File: src/rtl/mmbc_pkg.sv
`timescale 1ns / 1ps
package mmbc_pkg;

  // Frame geometry
  localparam int MAX_DIM  = 2048;
  localparam int DIM_W    = 12;
  localparam int POS_W    = 11;

  // Field widths
  localparam int PIX_W    = 8;
  localparam int PSUM_W   = 30;
  localparam int SQSUM_W  = 38;
  localparam int COUNT_W  = 21;
  localparam int LIMIT_W  = 8;
  localparam int N_W      = 23;
  localparam int LIM_SQ_W = 16;
  localparam int NN_W     = 45;
  localparam int CMP_W    = 61;
  localparam int MUL_W    = 32;

  localparam logic [PIX_W-1:0]   CHANGED   = 8'd255;
  localparam logic [DIM_W-1:0]   PAD       = 12'd10;
  localparam logic [COUNT_W-1:0] COUNT_MAX = {COUNT_W{1'b1}};

  // Configuration register indexes
  localparam int CFG_IDX_W = 3;
  localparam logic [CFG_IDX_W-1:0] REG_FRAME_WIDTH     = 3'd0;
  localparam logic [CFG_IDX_W-1:0] REG_FRAME_HEIGHT    = 3'd1;
  localparam logic [CFG_IDX_W-1:0] REG_WINDOW_X_FIRST  = 3'd2;
  localparam logic [CFG_IDX_W-1:0] REG_WINDOW_X_END    = 3'd3;
  localparam logic [CFG_IDX_W-1:0] REG_WINDOW_Y_FIRST  = 3'd4;
  localparam logic [CFG_IDX_W-1:0] REG_WINDOW_Y_END    = 3'd5;
  localparam logic [CFG_IDX_W-1:0] REG_DEVIATION_LIMIT = 3'd6;
  localparam logic [CFG_IDX_W-1:0] REG_MIN_CHANGES     = 3'd7;
  localparam int CFG_DATA_W = 21;

  typedef struct packed {
    logic [DIM_W-1:0]   frame_width;
    logic [DIM_W-1:0]   frame_height;
    logic [POS_W-1:0]   window_x_first;
    logic [DIM_W-1:0]   window_x_end;
    logic [POS_W-1:0]   window_y_first;
    logic [DIM_W-1:0]   window_y_end;
    logic [LIMIT_W-1:0] deviation_limit;
    logic [COUNT_W-1:0] min_changes;
  } cfg_t;

  // Statistics of one finished frame, passed from front to back
  typedef struct packed {
    logic [PSUM_W-1:0]  pixel_sum;
    logic [SQSUM_W-1:0] square_sum;
    logic [COUNT_W-1:0] changed_total;
    logic [DIM_W-1:0]   least_column;
    logic [POS_W-1:0]   greatest_column;
    logic [DIM_W-1:0]   least_row;
    logic [POS_W-1:0]   greatest_row;
    logic [DIM_W-1:0]   width;
    logic [DIM_W-1:0]   height;
  } job_t;

  typedef struct packed {
    logic [COUNT_W-1:0] change_count;
    logic               deviation_ok;
    logic               box_valid;
    logic [DIM_W-1:0]   box_left;
    logic [DIM_W-1:0]   box_top;
    logic [POS_W-1:0]   box_right;
    logic [POS_W-1:0]   box_bottom;
    logic               motion_seen;
  } result_t;

  // Clamp a frame dimension to 1..MAX_DIM
  function automatic logic [DIM_W-1:0] clamp_dim(input logic [DIM_W-1:0] v);
    logic [DIM_W-1:0] r;
    if (v == '0) begin
      r = DIM_W'(1);
    end else if (v > DIM_W'(MAX_DIM)) begin
      r = DIM_W'(MAX_DIM);
    end else begin
      r = v;
    end
    return r;
  endfunction

endpackage

File: src/rtl/mmbc_if.sv
`timescale 1ns / 1ps
interface mmbc_in_if import mmbc_pkg::*; ();
  logic             valid;
  logic             ready;
  logic [PIX_W-1:0] pixel;
  logic             frame_start;

  modport source (output valid, pixel, frame_start, input ready);
  modport sink   (input valid, pixel, frame_start, output ready);
endinterface

interface mmbc_out_if import mmbc_pkg::*; ();
  logic               valid;
  logic               ready;
  logic [COUNT_W-1:0] change_count;
  logic               deviation_ok;
  logic               box_valid;
  logic [DIM_W-1:0]   box_left;
  logic [DIM_W-1:0]   box_top;
  logic [POS_W-1:0]   box_right;
  logic [POS_W-1:0]   box_bottom;
  logic               motion_seen;

  modport source (output valid, change_count, deviation_ok, box_valid, box_left, box_top,
                  box_right, box_bottom, motion_seen, input ready);
  modport sink   (input valid, change_count, deviation_ok, box_valid, box_left, box_top,
                  box_right, box_bottom, motion_seen, output ready);
endinterface

File: src/rtl/mmbc_front.sv
`timescale 1ns / 1ps
module mmbc_front import mmbc_pkg::*; (
  input  logic        clk,
  input  logic        rst_n,
  input  cfg_t        cfg,
  mmbc_in_if.sink     in_word,
  input  logic        q_full,
  output logic        q_push,
  output job_t        q_job
);

  logic [POS_W-1:0]   col_r, col_nxt;
  logic [POS_W-1:0]   row_r, row_nxt;
  logic [PSUM_W-1:0]  psum_r, psum_nxt;
  logic [SQSUM_W-1:0] sq_r, sq_nxt;
  logic [COUNT_W-1:0] total_r, total_nxt;
  logic [DIM_W-1:0]   lc_r, lc_nxt;
  logic [POS_W-1:0]   gc_r, gc_nxt;
  logic [DIM_W-1:0]   lr_r, lr_nxt;
  logic [POS_W-1:0]   gr_r, gr_nxt;

  logic [DIM_W-1:0]   w_eff, h_eff;
  logic               accept, fs;
  logic [POS_W-1:0]   col, row;
  logic [PSUM_W-1:0]  psum_upd;
  logic [SQSUM_W-1:0] sq_upd;
  logic [COUNT_W-1:0] total_cur, total_upd;
  logic [DIM_W-1:0]   lc_cur, lc_upd, lr_cur, lr_upd;
  logic [POS_W-1:0]   gc_cur, gc_upd, gr_cur, gr_upd;
  logic [15:0]        px_sq;
  logic               x_hit, y_hit, hit;
  logic               last_col, last_row;

  assign w_eff  = clamp_dim(cfg.frame_width);
  assign h_eff  = clamp_dim(cfg.frame_height);
  assign in_word.ready = !q_full;
  assign accept = in_word.valid && !q_full;
  assign fs     = in_word.frame_start;

  // Start of frame: drop whatever the previous partial frame left
  assign col       = fs ? '0 : col_r;
  assign row       = fs ? '0 : row_r;
  assign total_cur = fs ? '0 : total_r;
  assign lc_cur    = fs ? w_eff : lc_r;
  assign gc_cur    = fs ? '0 : gc_r;
  assign lr_cur    = fs ? h_eff : lr_r;
  assign gr_cur    = fs ? '0 : gr_r;

  // Accumulate sum and sum of squares, both wrapping
  assign px_sq    = in_word.pixel * in_word.pixel;
  assign psum_upd = (fs ? '0 : psum_r) + PSUM_W'(in_word.pixel);
  assign sq_upd   = (fs ? '0 : sq_r) + SQSUM_W'(px_sq);

  // Sample every second column and row inside the window
  assign x_hit = (col >= cfg.window_x_first) && ({1'b0, col} < cfg.window_x_end) &&
                 (col[0] == cfg.window_x_first[0]);
  assign y_hit = (row >= cfg.window_y_first) && ({1'b0, row} < cfg.window_y_end) &&
                 (row[0] == cfg.window_y_first[0]);
  assign hit   = (in_word.pixel == CHANGED) && x_hit && y_hit;

  // Count with saturation and grow the box
  assign total_upd = (hit && total_cur != COUNT_MAX) ? total_cur + COUNT_W'(1) : total_cur;
  assign lc_upd    = (hit && {1'b0, col} < lc_cur) ? {1'b0, col} : lc_cur;
  assign gc_upd    = (hit && col > gc_cur) ? col : gc_cur;
  assign lr_upd    = (hit && {1'b0, row} < lr_cur) ? {1'b0, row} : lr_cur;
  assign gr_upd    = (hit && row > gr_cur) ? row : gr_cur;

  assign last_col = ({1'b0, col} + DIM_W'(1)) >= w_eff;
  assign last_row = ({1'b0, row} + DIM_W'(1)) >= h_eff;

  // Hand the finished frame to the back end
  assign q_push = accept && last_col && last_row;
  always_comb begin
    q_job.pixel_sum       = psum_upd;
    q_job.square_sum      = sq_upd;
    q_job.changed_total   = total_upd;
    q_job.least_column    = lc_upd;
    q_job.greatest_column = gc_upd;
    q_job.least_row       = lr_upd;
    q_job.greatest_row    = gr_upd;
    q_job.width           = w_eff;
    q_job.height          = h_eff;
  end

  // Advance the raster position, clear at end of frame
  always_comb begin
    col_nxt   = col_r;
    row_nxt   = row_r;
    psum_nxt  = psum_r;
    sq_nxt    = sq_r;
    total_nxt = total_r;
    lc_nxt    = lc_r;
    gc_nxt    = gc_r;
    lr_nxt    = lr_r;
    gr_nxt    = gr_r;
    if (accept) begin
      if (last_col && last_row) begin
        col_nxt   = '0;
        row_nxt   = '0;
        psum_nxt  = '0;
        sq_nxt    = '0;
        total_nxt = '0;
        lc_nxt    = w_eff;
        gc_nxt    = '0;
        lr_nxt    = h_eff;
        gr_nxt    = '0;
      end else begin
        col_nxt   = last_col ? '0 : col + POS_W'(1);
        row_nxt   = last_col ? row + POS_W'(1) : row;
        psum_nxt  = psum_upd;
        sq_nxt    = sq_upd;
        total_nxt = total_upd;
        lc_nxt    = lc_upd;
        gc_nxt    = gc_upd;
        lr_nxt    = lr_upd;
        gr_nxt    = gr_upd;
      end
    end
  end

  always_ff @(posedge clk) begin
    if (!rst_n) begin
      col_r   <= '0;
      row_r   <= '0;
      psum_r  <= '0;
      sq_r    <= '0;
      total_r <= '0;
      lc_r    <= DIM_W'(640);
      gc_r    <= '0;
      lr_r    <= DIM_W'(480);
      gr_r    <= '0;
    end else begin
      col_r   <= col_nxt;
      row_r   <= row_nxt;
      psum_r  <= psum_nxt;
      sq_r    <= sq_nxt;
      total_r <= total_nxt;
      lc_r    <= lc_nxt;
      gc_r    <= gc_nxt;
      lr_r    <= lr_nxt;
      gr_r    <= gr_nxt;
    end
  end

endmodule

File: src/rtl/mmbc_queue.sv
`timescale 1ns / 1ps
module mmbc_queue import mmbc_pkg::*; (
  input  logic clk,
  input  logic rst_n,
  input  logic push,
  input  job_t push_job,
  input  logic pop,
  output job_t pop_job,
  output logic full,
  output logic empty
);

  job_t       entry_r [2];
  logic       wr_ptr_r, wr_ptr_nxt;
  logic       rd_ptr_r, rd_ptr_nxt;
  logic [1:0] cnt_r, cnt_nxt;

  assign full    = (cnt_r == 2'd2);
  assign empty   = (cnt_r == 2'd0);
  assign pop_job = entry_r[rd_ptr_r];

  always_comb begin
    wr_ptr_nxt = push ? !wr_ptr_r : wr_ptr_r;
    rd_ptr_nxt = pop ? !rd_ptr_r : rd_ptr_r;
    cnt_nxt    = cnt_r + 2'(push) - 2'(pop);
  end

  // Hold frame records
  always_ff @(posedge clk) begin
    if (push) begin
      entry_r[wr_ptr_r] <= push_job;
    end
  end

  always_ff @(posedge clk) begin
    if (!rst_n) begin
      wr_ptr_r <= 1'b0;
      rd_ptr_r <= 1'b0;
      cnt_r    <= '0;
    end else begin
      wr_ptr_r <= wr_ptr_nxt;
      rd_ptr_r <= rd_ptr_nxt;
      cnt_r    <= cnt_nxt;
    end
  end

endmodule

File: src/rtl/mmbc_back.sv
`timescale 1ns / 1ps
module mmbc_back import mmbc_pkg::*; (
  input  logic        clk,
  input  logic        rst_n,
  input  cfg_t        cfg,
  input  logic        q_empty,
  input  job_t        q_job,
  output logic        q_pop,
  mmbc_out_if.source  out_word
);

  // Sequencer steps: each of S_WH to S_LNN_HI issues one product, the next step folds it in
  localparam logic [3:0] S_WH     = 4'd0;
  localparam logic [3:0] S_LL     = 4'd1;
  localparam logic [3:0] S_NN     = 4'd2;
  localparam logic [3:0] S_NSQ_LO = 4'd3;
  localparam logic [3:0] S_NSQ_HI = 4'd4;
  localparam logic [3:0] S_PSQ    = 4'd5;
  localparam logic [3:0] S_LNN_LO = 4'd6;
  localparam logic [3:0] S_LNN_HI = 4'd7;
  localparam logic [3:0] S_FOLD   = 4'd8;
  localparam logic [3:0] S_DONE   = 4'd9;

  logic                busy_r, busy_nxt;
  logic [3:0]          step_r, step_nxt;
  job_t                job_r;
  logic [2*MUL_W-1:0]  prod_r;
  logic [N_W-1:0]      n_r;
  logic [LIM_SQ_W-1:0] lim_r;
  logic [NN_W-1:0]     nn_r;
  logic [CMP_W-1:0]    lhs_r, rhs_r;
  logic                out_valid_r, out_valid_nxt;
  result_t             out_r;

  logic [MUL_W-1:0]    op_a, op_b;
  logic                finish;
  logic                ok, box_ok;
  logic [COUNT_W-1:0]  count;
  result_t             res;
  logic [DIM_W-1:0]    right_pad, bottom_pad;

  assign q_pop  = !busy_r && !q_empty;
  assign finish = busy_r && (step_r == S_DONE) && (!out_valid_r || out_word.ready);

  // Select multiplier operands for this step
  always_comb begin
    op_a = '0;
    op_b = '0;
    unique case (step_r)
      S_WH: begin
        op_a = MUL_W'(job_r.width);
        op_b = MUL_W'(job_r.height);
      end
      S_LL: begin
        op_a = MUL_W'(cfg.deviation_limit);
        op_b = MUL_W'(cfg.deviation_limit);
      end
      S_NN: begin
        op_a = MUL_W'(n_r);
        op_b = MUL_W'(n_r);
      end
      S_NSQ_LO: begin
        op_a = MUL_W'(n_r);
        op_b = job_r.square_sum[31:0];
      end
      S_NSQ_HI: begin
        op_a = MUL_W'(n_r);
        op_b = MUL_W'(job_r.square_sum[SQSUM_W-1:32]);
      end
      S_PSQ: begin
        op_a = MUL_W'(job_r.pixel_sum);
        op_b = MUL_W'(job_r.pixel_sum);
      end
      S_LNN_LO: begin
        op_a = MUL_W'(lim_r);
        op_b = nn_r[31:0];
      end
      S_LNN_HI: begin
        op_a = MUL_W'(lim_r);
        op_b = MUL_W'(nn_r[NN_W-1:32]);
      end
      default: begin
        op_a = '0;
        op_b = '0;
      end
    endcase
  end

  // Multiply and fold the previous product
  always_ff @(posedge clk) begin
    prod_r <= op_a * op_b;
    if (busy_r) begin
      unique case (step_r)
        S_LL:     n_r   <= prod_r[N_W-1:0];
        S_NN:     lim_r <= prod_r[LIM_SQ_W-1:0];
        S_NSQ_LO: nn_r  <= prod_r[NN_W-1:0];
        S_NSQ_HI: lhs_r <= prod_r[CMP_W-1:0];
        S_PSQ:    lhs_r <= lhs_r + {prod_r[CMP_W-33:0], 32'd0};
        S_LNN_LO: rhs_r <= prod_r[CMP_W-1:0];
        S_LNN_HI: rhs_r <= rhs_r + prod_r[CMP_W-1:0];
        S_FOLD:   rhs_r <= rhs_r + {prod_r[CMP_W-33:0], 32'd0};
        default: begin
        end
      endcase
    end
  end

  // Gate the count and pad the box
  always_comb begin
    ok         = lhs_r < rhs_r;
    count      = ok ? job_r.changed_total : '0;
    box_ok     = ok && (count != '0);
    right_pad  = {1'b0, job_r.greatest_column} + PAD;
    bottom_pad = {1'b0, job_r.greatest_row} + PAD;
    res.change_count = count;
    res.deviation_ok = ok;
    res.box_valid    = box_ok;
    res.motion_seen  = count >= cfg.min_changes;
    res.box_left     = '0;
    res.box_top      = '0;
    res.box_right    = '0;
    res.box_bottom   = '0;
    if (box_ok) begin
      res.box_left   = (job_r.least_column > PAD) ? job_r.least_column - PAD
                                                  : job_r.least_column;
      res.box_top    = (job_r.least_row > PAD) ? job_r.least_row - PAD : job_r.least_row;
      res.box_right  = (right_pad < job_r.width - DIM_W'(1)) ? right_pad[POS_W-1:0]
                                                             : job_r.greatest_column;
      res.box_bottom = (bottom_pad < job_r.height - DIM_W'(1)) ? bottom_pad[POS_W-1:0]
                                                               : job_r.greatest_row;
    end
  end

  // Load a new frame record when free
  always_ff @(posedge clk) begin
    if (q_pop) begin
      job_r <= q_job;
    end
  end

  always_comb begin
    busy_nxt = busy_r;
    step_nxt = step_r;
    if (q_pop) begin
      busy_nxt = 1'b1;
      step_nxt = S_WH;
    end else if (finish) begin
      busy_nxt = 1'b0;
    end else if (busy_r && step_r != S_DONE) begin
      step_nxt = step_r + 4'd1;
    end
    out_valid_nxt = out_valid_r;
    if (finish) begin
      out_valid_nxt = 1'b1;
    end else if (out_word.ready) begin
      out_valid_nxt = 1'b0;
    end
  end

  always_ff @(posedge clk) begin
    if (!rst_n) begin
      busy_r      <= 1'b0;
      step_r      <= S_WH;
      out_valid_r <= 1'b0;
    end else begin
      busy_r      <= busy_nxt;
      step_r      <= step_nxt;
      out_valid_r <= out_valid_nxt;
    end
  end

  always_ff @(posedge clk) begin
    if (finish) begin
      out_r <= res;
    end
  end

  // Drive the result word
  assign out_word.valid        = out_valid_r;
  assign out_word.change_count = out_r.change_count;
  assign out_word.deviation_ok = out_r.deviation_ok;
  assign out_word.box_valid    = out_r.box_valid;
  assign out_word.box_left     = out_r.box_left;
  assign out_word.box_top      = out_r.box_top;
  assign out_word.box_right    = out_r.box_right;
  assign out_word.box_bottom   = out_r.box_bottom;
  assign out_word.motion_seen  = out_r.motion_seen;

endmodule

File: src/rtl/motion_mask_box_counter.sv
`timescale 1ns / 1ps
// Motion-mask box counter.
// in_word carries one mask pixel per word in raster order, with frame_start
// high on the first pixel of a frame. The block keeps the frame's pixel sum
// and sum of squares, counts changed pixels (value 255) on every second row
// and column of the detection window and tracks their bounding box.
// For each frame one word leaves on out_word: the gated count,
// the deviation flag, the padded box and the motion flag.
// Pixels are taken at one per clock while the queue is not full. A finished
// frame's statistics enter a two-entry queue; the back end evaluates the
// deviation gate with one shared 32x32 multiplier over ten steps and takes
// a new frame record only when it is idle, so short frames can fill the
// queue, and in_word.ready falls while the queue is full.
// The output register holds a result until out_word.ready; the back end and
// then the queue fill behind it; in_word.ready falls once the queue is full.
// Registers must be written through cfg_we/cfg_index/cfg_data only while no
// result is pending (the block does not enforce it); new frame sizes apply at once.
// Reset (rst_n low, synchronous) restores the register defaults, empties the
// queue and starts a new frame at column 0, row 0.
module motion_mask_box_counter import mmbc_pkg::*; (
  input  logic                  clk,
  input  logic                  rst_n,
  mmbc_in_if.sink               in_word,
  mmbc_out_if.source            out_word,
  input  logic                  cfg_we,
  input  logic [CFG_IDX_W-1:0]  cfg_index,
  input  logic [CFG_DATA_W-1:0] cfg_data
);

  cfg_t cfg_r;
  logic q_push, q_pop, q_full, q_empty;
  job_t push_job, pop_job;

  // Write configuration registers
  always_ff @(posedge clk) begin
    if (!rst_n) begin
      cfg_r.frame_width     <= DIM_W'(640);
      cfg_r.frame_height    <= DIM_W'(480);
      cfg_r.window_x_first  <= POS_W'(1);
      cfg_r.window_x_end    <= DIM_W'(639);
      cfg_r.window_y_first  <= POS_W'(1);
      cfg_r.window_y_end    <= DIM_W'(479);
      cfg_r.deviation_limit <= LIMIT_W'(50);
      cfg_r.min_changes     <= COUNT_W'(5);
    end else if (cfg_we) begin
      unique case (cfg_index)
        REG_FRAME_WIDTH:     cfg_r.frame_width     <= cfg_data[DIM_W-1:0];
        REG_FRAME_HEIGHT:    cfg_r.frame_height    <= cfg_data[DIM_W-1:0];
        REG_WINDOW_X_FIRST:  cfg_r.window_x_first  <= cfg_data[POS_W-1:0];
        REG_WINDOW_X_END:    cfg_r.window_x_end    <= cfg_data[DIM_W-1:0];
        REG_WINDOW_Y_FIRST:  cfg_r.window_y_first  <= cfg_data[POS_W-1:0];
        REG_WINDOW_Y_END:    cfg_r.window_y_end    <= cfg_data[DIM_W-1:0];
        REG_DEVIATION_LIMIT: cfg_r.deviation_limit <= cfg_data[LIMIT_W-1:0];
        REG_MIN_CHANGES:     cfg_r.min_changes     <= cfg_data[COUNT_W-1:0];
        default: begin
        end
      endcase
    end
  end

  mmbc_front u_front (
    .clk     (clk),
    .rst_n   (rst_n),
    .cfg     (cfg_r),
    .in_word (in_word),
    .q_full  (q_full),
    .q_push  (q_push),
    .q_job   (push_job)
  );

  mmbc_queue u_queue (
    .clk      (clk),
    .rst_n    (rst_n),
    .push     (q_push),
    .push_job (push_job),
    .pop      (q_pop),
    .pop_job  (pop_job),
    .full     (q_full),
    .empty    (q_empty)
  );

  mmbc_back u_back (
    .clk      (clk),
    .rst_n    (rst_n),
    .cfg      (cfg_r),
    .q_empty  (q_empty),
    .q_job    (pop_job),
    .q_pop    (q_pop),
    .out_word (out_word)
  );

endmodule
File: src/flat_wrapper.sv
// flat-port wrapper written by rule: the top's interface ports become plain ports
module motion_mask_box_counter_flat import mmbc_pkg::*;
  (clk, rst_n, cfg_we, cfg_index, cfg_data, in_word_valid, in_word_pixel, in_word_frame_start, in_word_ready, out_word_valid, out_word_change_count, out_word_deviation_ok, out_word_box_valid, out_word_box_left, out_word_box_top, out_word_box_right, out_word_box_bottom, out_word_motion_seen, out_word_ready);
  mmbc_in_if in_word_i ();
  mmbc_out_if out_word_i ();
  input  logic clk;
  input  logic rst_n;
  input  logic cfg_we;
  input  logic [CFG_IDX_W-1:0] cfg_index;
  input  logic [CFG_DATA_W-1:0] cfg_data;
  input wire logic [$bits(in_word_i.valid)-1:0] in_word_valid;
  input wire logic [$bits(in_word_i.pixel)-1:0] in_word_pixel;
  input wire logic [$bits(in_word_i.frame_start)-1:0] in_word_frame_start;
  output wire logic [$bits(in_word_i.ready)-1:0] in_word_ready;
  output wire logic [$bits(out_word_i.valid)-1:0] out_word_valid;
  output wire logic [$bits(out_word_i.change_count)-1:0] out_word_change_count;
  output wire logic [$bits(out_word_i.deviation_ok)-1:0] out_word_deviation_ok;
  output wire logic [$bits(out_word_i.box_valid)-1:0] out_word_box_valid;
  output wire logic [$bits(out_word_i.box_left)-1:0] out_word_box_left;
  output wire logic [$bits(out_word_i.box_top)-1:0] out_word_box_top;
  output wire logic [$bits(out_word_i.box_right)-1:0] out_word_box_right;
  output wire logic [$bits(out_word_i.box_bottom)-1:0] out_word_box_bottom;
  output wire logic [$bits(out_word_i.motion_seen)-1:0] out_word_motion_seen;
  input wire logic [$bits(out_word_i.ready)-1:0] out_word_ready;
  assign in_word_i.valid = in_word_valid;
  assign in_word_i.pixel = in_word_pixel;
  assign in_word_i.frame_start = in_word_frame_start;
  assign in_word_ready = in_word_i.ready;
  assign out_word_valid = out_word_i.valid;
  assign out_word_change_count = out_word_i.change_count;
  assign out_word_deviation_ok = out_word_i.deviation_ok;
  assign out_word_box_valid = out_word_i.box_valid;
  assign out_word_box_left = out_word_i.box_left;
  assign out_word_box_top = out_word_i.box_top;
  assign out_word_box_right = out_word_i.box_right;
  assign out_word_box_bottom = out_word_i.box_bottom;
  assign out_word_motion_seen = out_word_i.motion_seen;
  assign out_word_i.ready = out_word_ready;
  motion_mask_box_counter u_core (.clk(clk), .rst_n(rst_n), .in_word(in_word_i), .out_word(out_word_i), .cfg_we(cfg_we), .cfg_index(cfg_index), .cfg_data(cfg_data));
endmodule
File: config.mk
export PLATFORM = sky130hd
export DESIGN_NAME = motion_mask_box_counter_flat
export DESIGN_NICKNAME = d
export VERILOG_FILES = /design/src/rtl/mmbc_pkg.sv /design/src/rtl/mmbc_if.sv /design/src/rtl/mmbc_front.sv /design/src/rtl/mmbc_queue.sv /design/src/rtl/mmbc_back.sv /design/src/rtl/motion_mask_box_counter.sv /design/src/flat_wrapper.sv
export SDC_FILE = /design/constraint.sdc
export NUM_CORES = 2
export LEC_CHECK = 0
export BUFFER_PORTS_ARGS = -buffer_cell sky130_fd_sc_hd__buf_2
export CORE_ASPECT_RATIO = 1.2
export CORE_MARGIN = 4
export CORE_UTILIZATION = 50
export CTS_CLUSTER_SIZE = 12
export DETAILED_ROUTE_END_ITERATION = 16
export PLACE_DENSITY = 0.7
export SYNTH_ARGS = -nofsm -noshare
export SYNTH_HDL_FRONTEND = slang
export SYNTH_SLANG_ARGS = --single-unit
File: constraint.sdc
create_clock -name clk -period 13.05 [get_ports clk]
set_input_delay 0.6525 -clock clk [delete_from_list [all_inputs] [get_ports clk]]
set_output_delay 0.6525 -clock clk [all_outputs]
set_load 0.02 [all_outputs]
=== Word-level counts from Yosys, hierarchy flattened ===
Memories as Yosys holds them, arrays and structs flattened. A register that Yosys moved wholly into a read port is not among the register bits.
Cells that the tools add are included.

* Register bits: 603
* Latch bits: 0
* RAM bits: 318
* Bits in read-only memories: 0
* Bits of input ports: 38
* Output and inout port bits: 72
* Word-level logic and storage cells: 199
* Memories: 1

{| class="wikitable"
|+ Memories
! memory !! words !! bits a word !! read ports !! clocked after memory_dff !! write ports !! RTL line !! source
|-
| u_core.u_queue.entry_r || 2 || 159 || 1 || 1 || 1 || mmbc_queue.sv:13 || <nowiki>job_t entry_r [2];</nowiki>
|}

* Add/sub/neg operators: 19
* Multipliers: 2
* Divide/modulo/power cells: 0
* Order comparisons: 18
* Eq/ne operators: 22
* Shifts and indexed selects: 0
* Multiplexer cells: 44
* Bitwise gates (word level): 2
* Reductions and logical operators: 54

{| class="wikitable"
|+ Operator list
! cell !! number
|-
| $pmux 32 s8 || 1
|-
| $add 61x61->61 || 3
|-
| $pmux 61 s3 || 1
|-
| $mux 11 || 14
|-
| $pmux 30 s5 || 1
|-
| $mux 12 || 12
|-
| $pmux 61 s2 || 1
|-
| $mux 21 || 4
|-
| $mux 38 || 2
|-
| $lt 61x61->1 || 1
|-
| $mul 30x32->61 || 1
|-
| $mux 30 || 2
|-
| $lt 11x12->1 || 4
|-
| $add 38x16->38 || 1
|-
| $add 30x8->30 || 1
|-
| $reduce_and 2->1 || 14
|-
| $add 11x1->12 const B || 2
|-
| $add 11x4->12 const B || 2
|-
| $ge 12x12->1 || 2
|-
| $gt 12x12->1 const B || 2
|-
| $gt 12x4->1 const B || 2
|-
| $logic_not 12->1 || 2
|-
| $lt 12x12->1 || 2
|-
| $sub 12x1->12 const B || 2
|-
| other kinds (35) || 82
|}

=== Logic depth before layout (Yosys ltp) ===
* Depth after elaboration: 9
* Gate-level depth with buffers: 39

=== Modules after synthesis ===
A second synthesis with hierarchy kept.

* Cells, all modules: 8823
* Area total of the unflattened synthesis: 89189.3 um^2

{| class="wikitable"
|+ Modules (own cells, without submodules)
! module !! times used !! cells each !! area an instance (um^2)
|-
| mmbc_back || 1 || 6014 || 58315.9
|-
| mmbc_front || 1 || 1925 || 14953.1
|-
| mmbc_queue || 1 || 516 || 12121.6
|-
| motion_mask_box_counter || 1 || 368 || 3798.6
|}

=== Least setup slack after synthesis ===
No wires, ideal clock.

* Kind: input-to-reg
* Start point: input in_word_frame_start
* End point: memory u_core.u_queue.entry_r[0][0] (netlist bit) (enable)
* Setup time: 0.680 ns
* Arrival: 10.942 ns
* Required time: 12.370 ns
* Path slack: 1.428 ns
* Cell stages on the path: 22
* Cell sequence: buf_4 > inv_1 > clkbuf_1 > clkbuf_1 > clkbuf_1 > buf_1 > nand2_1 > inv_1 > ha_1 > nand4_1 > nor2_1 > and3_1 > mux2i_1 > ha_1 > o21ai_0 > nand2b_1 > o2111a_1 > a221oi_1 > nor2_1 > clkbuf_1 > nand2_1 > nor2_1

* Word-level cells in the longest chain between the ends: 7
* Elaborated cells on any way between the ends: 10
* Those cells by class: add/sub (2); order compare (2); mux (4); reduce/logical (2)

{| class="wikitable"
|+ Ends and longest elaborated chain
! element !! RTL line !! source
|-
| start: declaration || flat_wrapper.sv:13 || <nowiki>input wire logic [$bits(in_word_i.frame_start)-1:0] in_word_frame_start;</nowiki>
|-
| $mux 11 || mmbc_front.sv:41 || <nowiki>assign col = fs ? '0 : col_r;</nowiki>
|-
| $add 11x1->12 || mmbc_front.sv:68 || <nowiki>assign last_col = ({1'b0, col} + DIM_W'(1)) >= w_eff;</nowiki>
|-
| $ge 12x12->1 || mmbc_front.sv:68 ||
|-
| $logic_and 1x1->1 || mmbc_front.sv:72 || <nowiki>assign q_push = accept && last_col && last_row;</nowiki>
|-
| $logic_and 1x1->1 * || mmbc_front.sv:72 ||
|-
| $mux 1 * || mmbc_queue.sv:30 || <nowiki>if (push) begin</nowiki>
|-
| $mux 1 (not written as such) * || mmbc_queue.sv:31 || <nowiki>entry_r[wr_ptr_r] <= push_job;</nowiki>
|-
| end: declaration || mmbc_queue.sv:13 ||
|}

Every way passes the cells marked *; elsewhere a longest branch is shown, timed or not.

=== Worst setup path after layout ===
* Start point: register u_core.u_back.step_r[0]
* End point: register u_core.u_back.prod_r[59]

* Word-level cells in the longest chain between the ends: 4
* Elaborated cells on any way between the ends: 13
* Those cells by class: mul (1); eq/ne (7); mux (2); reduce/logical (3)

{| class="wikitable"
|+ Ends and longest elaborated chain
! element !! RTL line !! source
|-
| start: declaration || mmbc_back.sv:25 || <nowiki>logic [3:0] step_r, step_nxt;</nowiki>
|-
| start signal: assignment || mmbc_back.sv:167 || <nowiki>step_r <= step_nxt;</nowiki>
|-
| $eq 4x3->1 / $eq 4x2->1 (equally long branches) || mmbc_back.sv:49 || <nowiki>unique case (step_r)</nowiki>
|-
| $reduce_or 3->1 (no source line) / $reduce_or 2->1 (equally long branches) || - ||
|-
| $pmux 30 s5 || mmbc_back.sv:49 ||
|-
| $mul 30x32->61 * || mmbc_back.sv:91 || <nowiki>prod_r <= op_a * op_b;</nowiki>
|-
| end signal: assignment || mmbc_back.sv:91 ||
|-
| end: declaration || mmbc_back.sv:27 || <nowiki>logic [2*MUL_W-1:0] prod_r;</nowiki>
|}

Marked as above.
A chain may end at the register's enable or synchronous reset.

==> results.py <==
metrics = {
    "setup_path": {
        "startpoint_type": "flop",
        "cp_common_cell": "fa_1",
        "cp-end-kind": "flop",
        "crit_slowest_cell": "a221oi_4",
        "critPathMaxFanout": 39,
        "cp.required_ns": 13.70,
        "arrival_ns": 12.07,
        "path_class": "flop to flop",
        "cp_slowest_stage_delay_ns": 1.21,
    },
    "cells_and_area": {
        "nets": 10200,
        "area_delta_synth_final_pct": 8.06,
        "drive_above_1_share_pct": 7.97,
        "final_common_cell": "inv_1",
        "most-common-layout-cells": "1162 x inv_1, 1005 x nand2_1, 878 x fa_1",
        "num-fill-cells": 15100,
    },
    "synth": {
        "synthesis.area_sq_mm": 0.0864,
        "synth.yosys.seq_area_share_pct": 33.7,
        "synth-seq-cells": 1080,
        "synth_compound_area_share_pct": 10.2,
        "synth_cells": 8675,
        "synth_warnings": 0,
        "synth.net_count": 10200,
        "synth_edf_count": 753,
        "synth-simple-area-share_pct": 13.5,
        "async_flop_share_pct": 0,
        "synthDistinctLibCells": 94,
        "synth_flop_cell": "edfxtp_1",
        "synthMuxAreaShare_pct": 3.03,
        "synth_top_family_by_area": "adder cells",
        "synthAdderAreaFrac_pct": 29.5,
        "syn_avg_cell_area_sq_um": 9.96,
        "synth-xor-area-share_pct": 3.18,
    },
    "clock_tree": {
        "clk_pin_slew_ns": 0.06,
        "clock_latency_ns": 0.73,
        "numClockSinks": 1080,
        "numCtsBuffers": 108,
        "htree_num_levels": 3,
        "cts_resized": 0,
        "cts_tree": "yes",
        "cts_root_buf": "clkbuf_16",
        "cts_setup_buffers": 0,
        "hold_buffers": 0,
        "cts_buffer_depth": 3,
    },
    "floorplan": {
        "io-pin-count": 110,
        "start_util_pct": 50.5,
        "die_area_sq_mm": 0.180,
        "die_h_um": 463,
        "row_count": 166,
        "core_sq_mm": 0.171,
        "die_w_um": 388,
    },
    "global_route": {
        "grt_overflow_total": 0,
        "top_usage_layer": "met2",
        "use_met2_pct": 49.6,
        "antenna_found_initial": 5,
        "use_met3_pct": 5.36,
        "grtUsageMet1_pct": 36.6,
        "grt_pass1_wl_mm": 411,
        "grt_max_degree": 106,
        "grt_pass1_vias": 67400,
        "grt_usage_pct": 30.0,
    },
    "detailed_routing": {
        "antenna_left": 0,
        "wl_per_cell_um": 24.6,
        "firstDrtPassIters": 5,
        "vias_per_cell": 5.93,
        "drt-total-wl_mm": 271,
        "drt-initial-drc-count": 5719,
        "routed-via-count": 65400,
        "drc": 0,
    },
    "placement": {
        "port_buffers": 109,
        "pre_cts_slack_ns": 1.74,
        "gp_congestion": 1.02,
        "dp_hpwl_mm": 205,
    },
    "outcome": {
        "status": "completed",
    },
    "timing": {
        "final.setup.tns_ns": 0,
        "relSlewSlack_pct": 3.89,
        "setup_ws_ns": 1.64,
        "period_minus_slack_ns": 11.41,
        "setup-violations-final": 0,
        "fin_skew_ns": 0.0409,
        "post-route-period-util_pct": 87.4,
        "max_clock_freq_mhz": 87.6,
        "tightest_slew_ns": 1.44,
        "slew_viol_final": 0,
        "finalHoldViolCount": 0,
        "rsz0062_at_grt": "false",
    },
    "power_and_ir_drop": {
        "ir_drop_uv": 1540,
        "power_density_mw_per_mm2": 290,
        "p_leak_nw": 40.4,
    },
    "hold_path": {
        "hold_class": "primary input to flop",
    },
    "run": {
        "max_cap_violations": 0,
    },
}
[critical path, delay by kind of cell (launching register included)]
family,cells,cell delay [ns]
flops,1,0.38
buf+inv,7,0.96
fa+ha+maj,10,4.61
xor+xnor,1,0.15
simple gates,6,1.73
compound gates,8,3.49
[cell families (layout without fill, tap and decap cells)]
kind of cell | count (synthesis) | after routing
adders and majority gates | 1513 | 1513
muxes | 241 | 241
and+or+nand+nor | 2617 | 2617
other | 0 | 3
xor gates and xnor gates | 314 | 314
DFF | 1080 | 1080
buffers and inverters | 1573 | 1651
AOI/OAI and AO/OA | 1337 | 1337
[where the power goes]
| part | switching, mW | internal (mW) |
|---|---|---|
| Combinational | 11.8 | 7.40 |
| Sequential | 0.460 | 4.40 |
| Clock | 1.34 | 1.73 |
| Total | 13.6 | 13.5 |
[layout make-up]
cell class | instances | area (sq um) | share of cell area [%]
Clock buffer | 179 | 3160 | 3.39
Tap cell | 2268 | 2840 | 3.04
Clock inverter | 24 | 304 | 0.326
Antenna cell | 3 | 7.51 | 0.00804
Sequential cell | 1080 | 29200 | 31.2
Multi-Input combinational cell | 6022 | 51700 | 55.3
Inverter | 1168 | 4390 | 4.70
Timing Repair Buffer | 280 | 1840 | 1.97
[synthesized netlist by cell type, types with 13 or more instances]
| cell | instances | area [sq um] |
|---|---|---|
| mux2_2 | 167 | 1880 |
| o21a_1 | 36 | 270 |
| nand2_1 | 1009 | 3790 |
| and4_1 | 20 | 175 |
| a21boi_0 | 13 | 97.6 |
| fa_1 | 878 | 17600 |
| o31ai_1 | 17 | 128 |
| a211oi_1 | 25 | 188 |
| nor3_1 | 64 | 320 |
| o21ai_0 | 257 | 1290 |
| o21bai_1 | 22 | 165 |
| a221oi_1 | 37 | 324 |
| a21oi_1 | 364 | 1820 |
| nand4_1 | 77 | 482 |
| nand3_1 | 158 | 791 |
| ha_1 | 635 | 7950 |
| mux2i_1 | 74 | 741 |
| a221o_1 | 29 | 290 |
| or3_1 | 49 | 307 |
| o21ai_1 | 20 | 100 |
| a22o_1 | 50 | 438 |
| o41ai_1 | 13 | 114 |
| buf_1 | 33 | 124 |
| edfxtp_1 | 753 | 22600 |
| a22oi_1 | 119 | 893 |
| and3_1 | 75 | 469 |
| nor2b_1 | 95 | 594 |
| xnor2_1 | 210 | 1840 |
| nor2_1 | 827 | 3100 |
| a21o_1 | 164 | 1230 |
| a31oi_1 | 37 | 231 |
| nor3b_1 | 13 | 97.6 |
| or4_1 | 13 | 97.6 |
| inv_1 | 1164 | 4370 |
| dfxtp_1 | 327 | 6550 |
| nor4_1 | 34 | 213 |
| xor2_1 | 104 | 911 |
| or2_2 | 14 | 87.6 |
| and2_1 | 81 | 507 |
| o211ai_1 | 38 | 285 |
| nand2b_1 | 62 | 388 |
| clkbuf_1 | 357 | 1340 |
[path summary, 6_finish.rpt]
kind | from | endpoint | slack [ns] | cells past startpoint
min reg2reg | u_core.cfg_r[14] | u_core.cfg_r[14] | 0.45 | 2
min | cfg_data[12] | u_core.cfg_r[12] | 0.16 | 3
max reg2reg | u_core.u_back.step_r[0] | u_core.u_back.prod_r[59] | 1.64 | 32
max | u_core.u_back.step_r[0] | u_core.u_back.prod_r[59] | 1.64 | 32
[layer usage]
metal  wire [um]  share of wire (%)  up-vias
li1            -                  -    28900
met1      101000                 37    32700
met2      127000                 47     2935
met3       22900                8.4      840
met4       20200                7.4        2
met5          13             0.0048        -
[stage by stage]
stage	power, mW	utilization, %	area (sq um)	hold slack, ns	std cells
after floorplan	18.5	-	86400	0.427	8675
after global placement	23.5	52.5	89900	0.442	10800
after detailed placement	23.7	52.5	89900	0.446	10800
after CTS	27.0	54.6	93400	0.114	11000
after global routing	29.2	54.6	93400	0.149	11000
final	27.1	54.6	93400	0.159	11000
[state kept, by name (all words and copies together) (netlist names), 30 cells and up]
signal / flops
u_core.u_queue.entry_r: 318
u_core.u_back.job_r: 159
u_core.cfg_r: 99
u_core.u_back.lhs_r: 61
u_core.u_back.prod_r: 61
u_core.u_back.rhs_r: 61
u_core.u_back.nn_r: 45
u_core.u_front.sq_r: 38
u_core.u_front.psum_r: 30
Power figures use the tool's default switching activity.
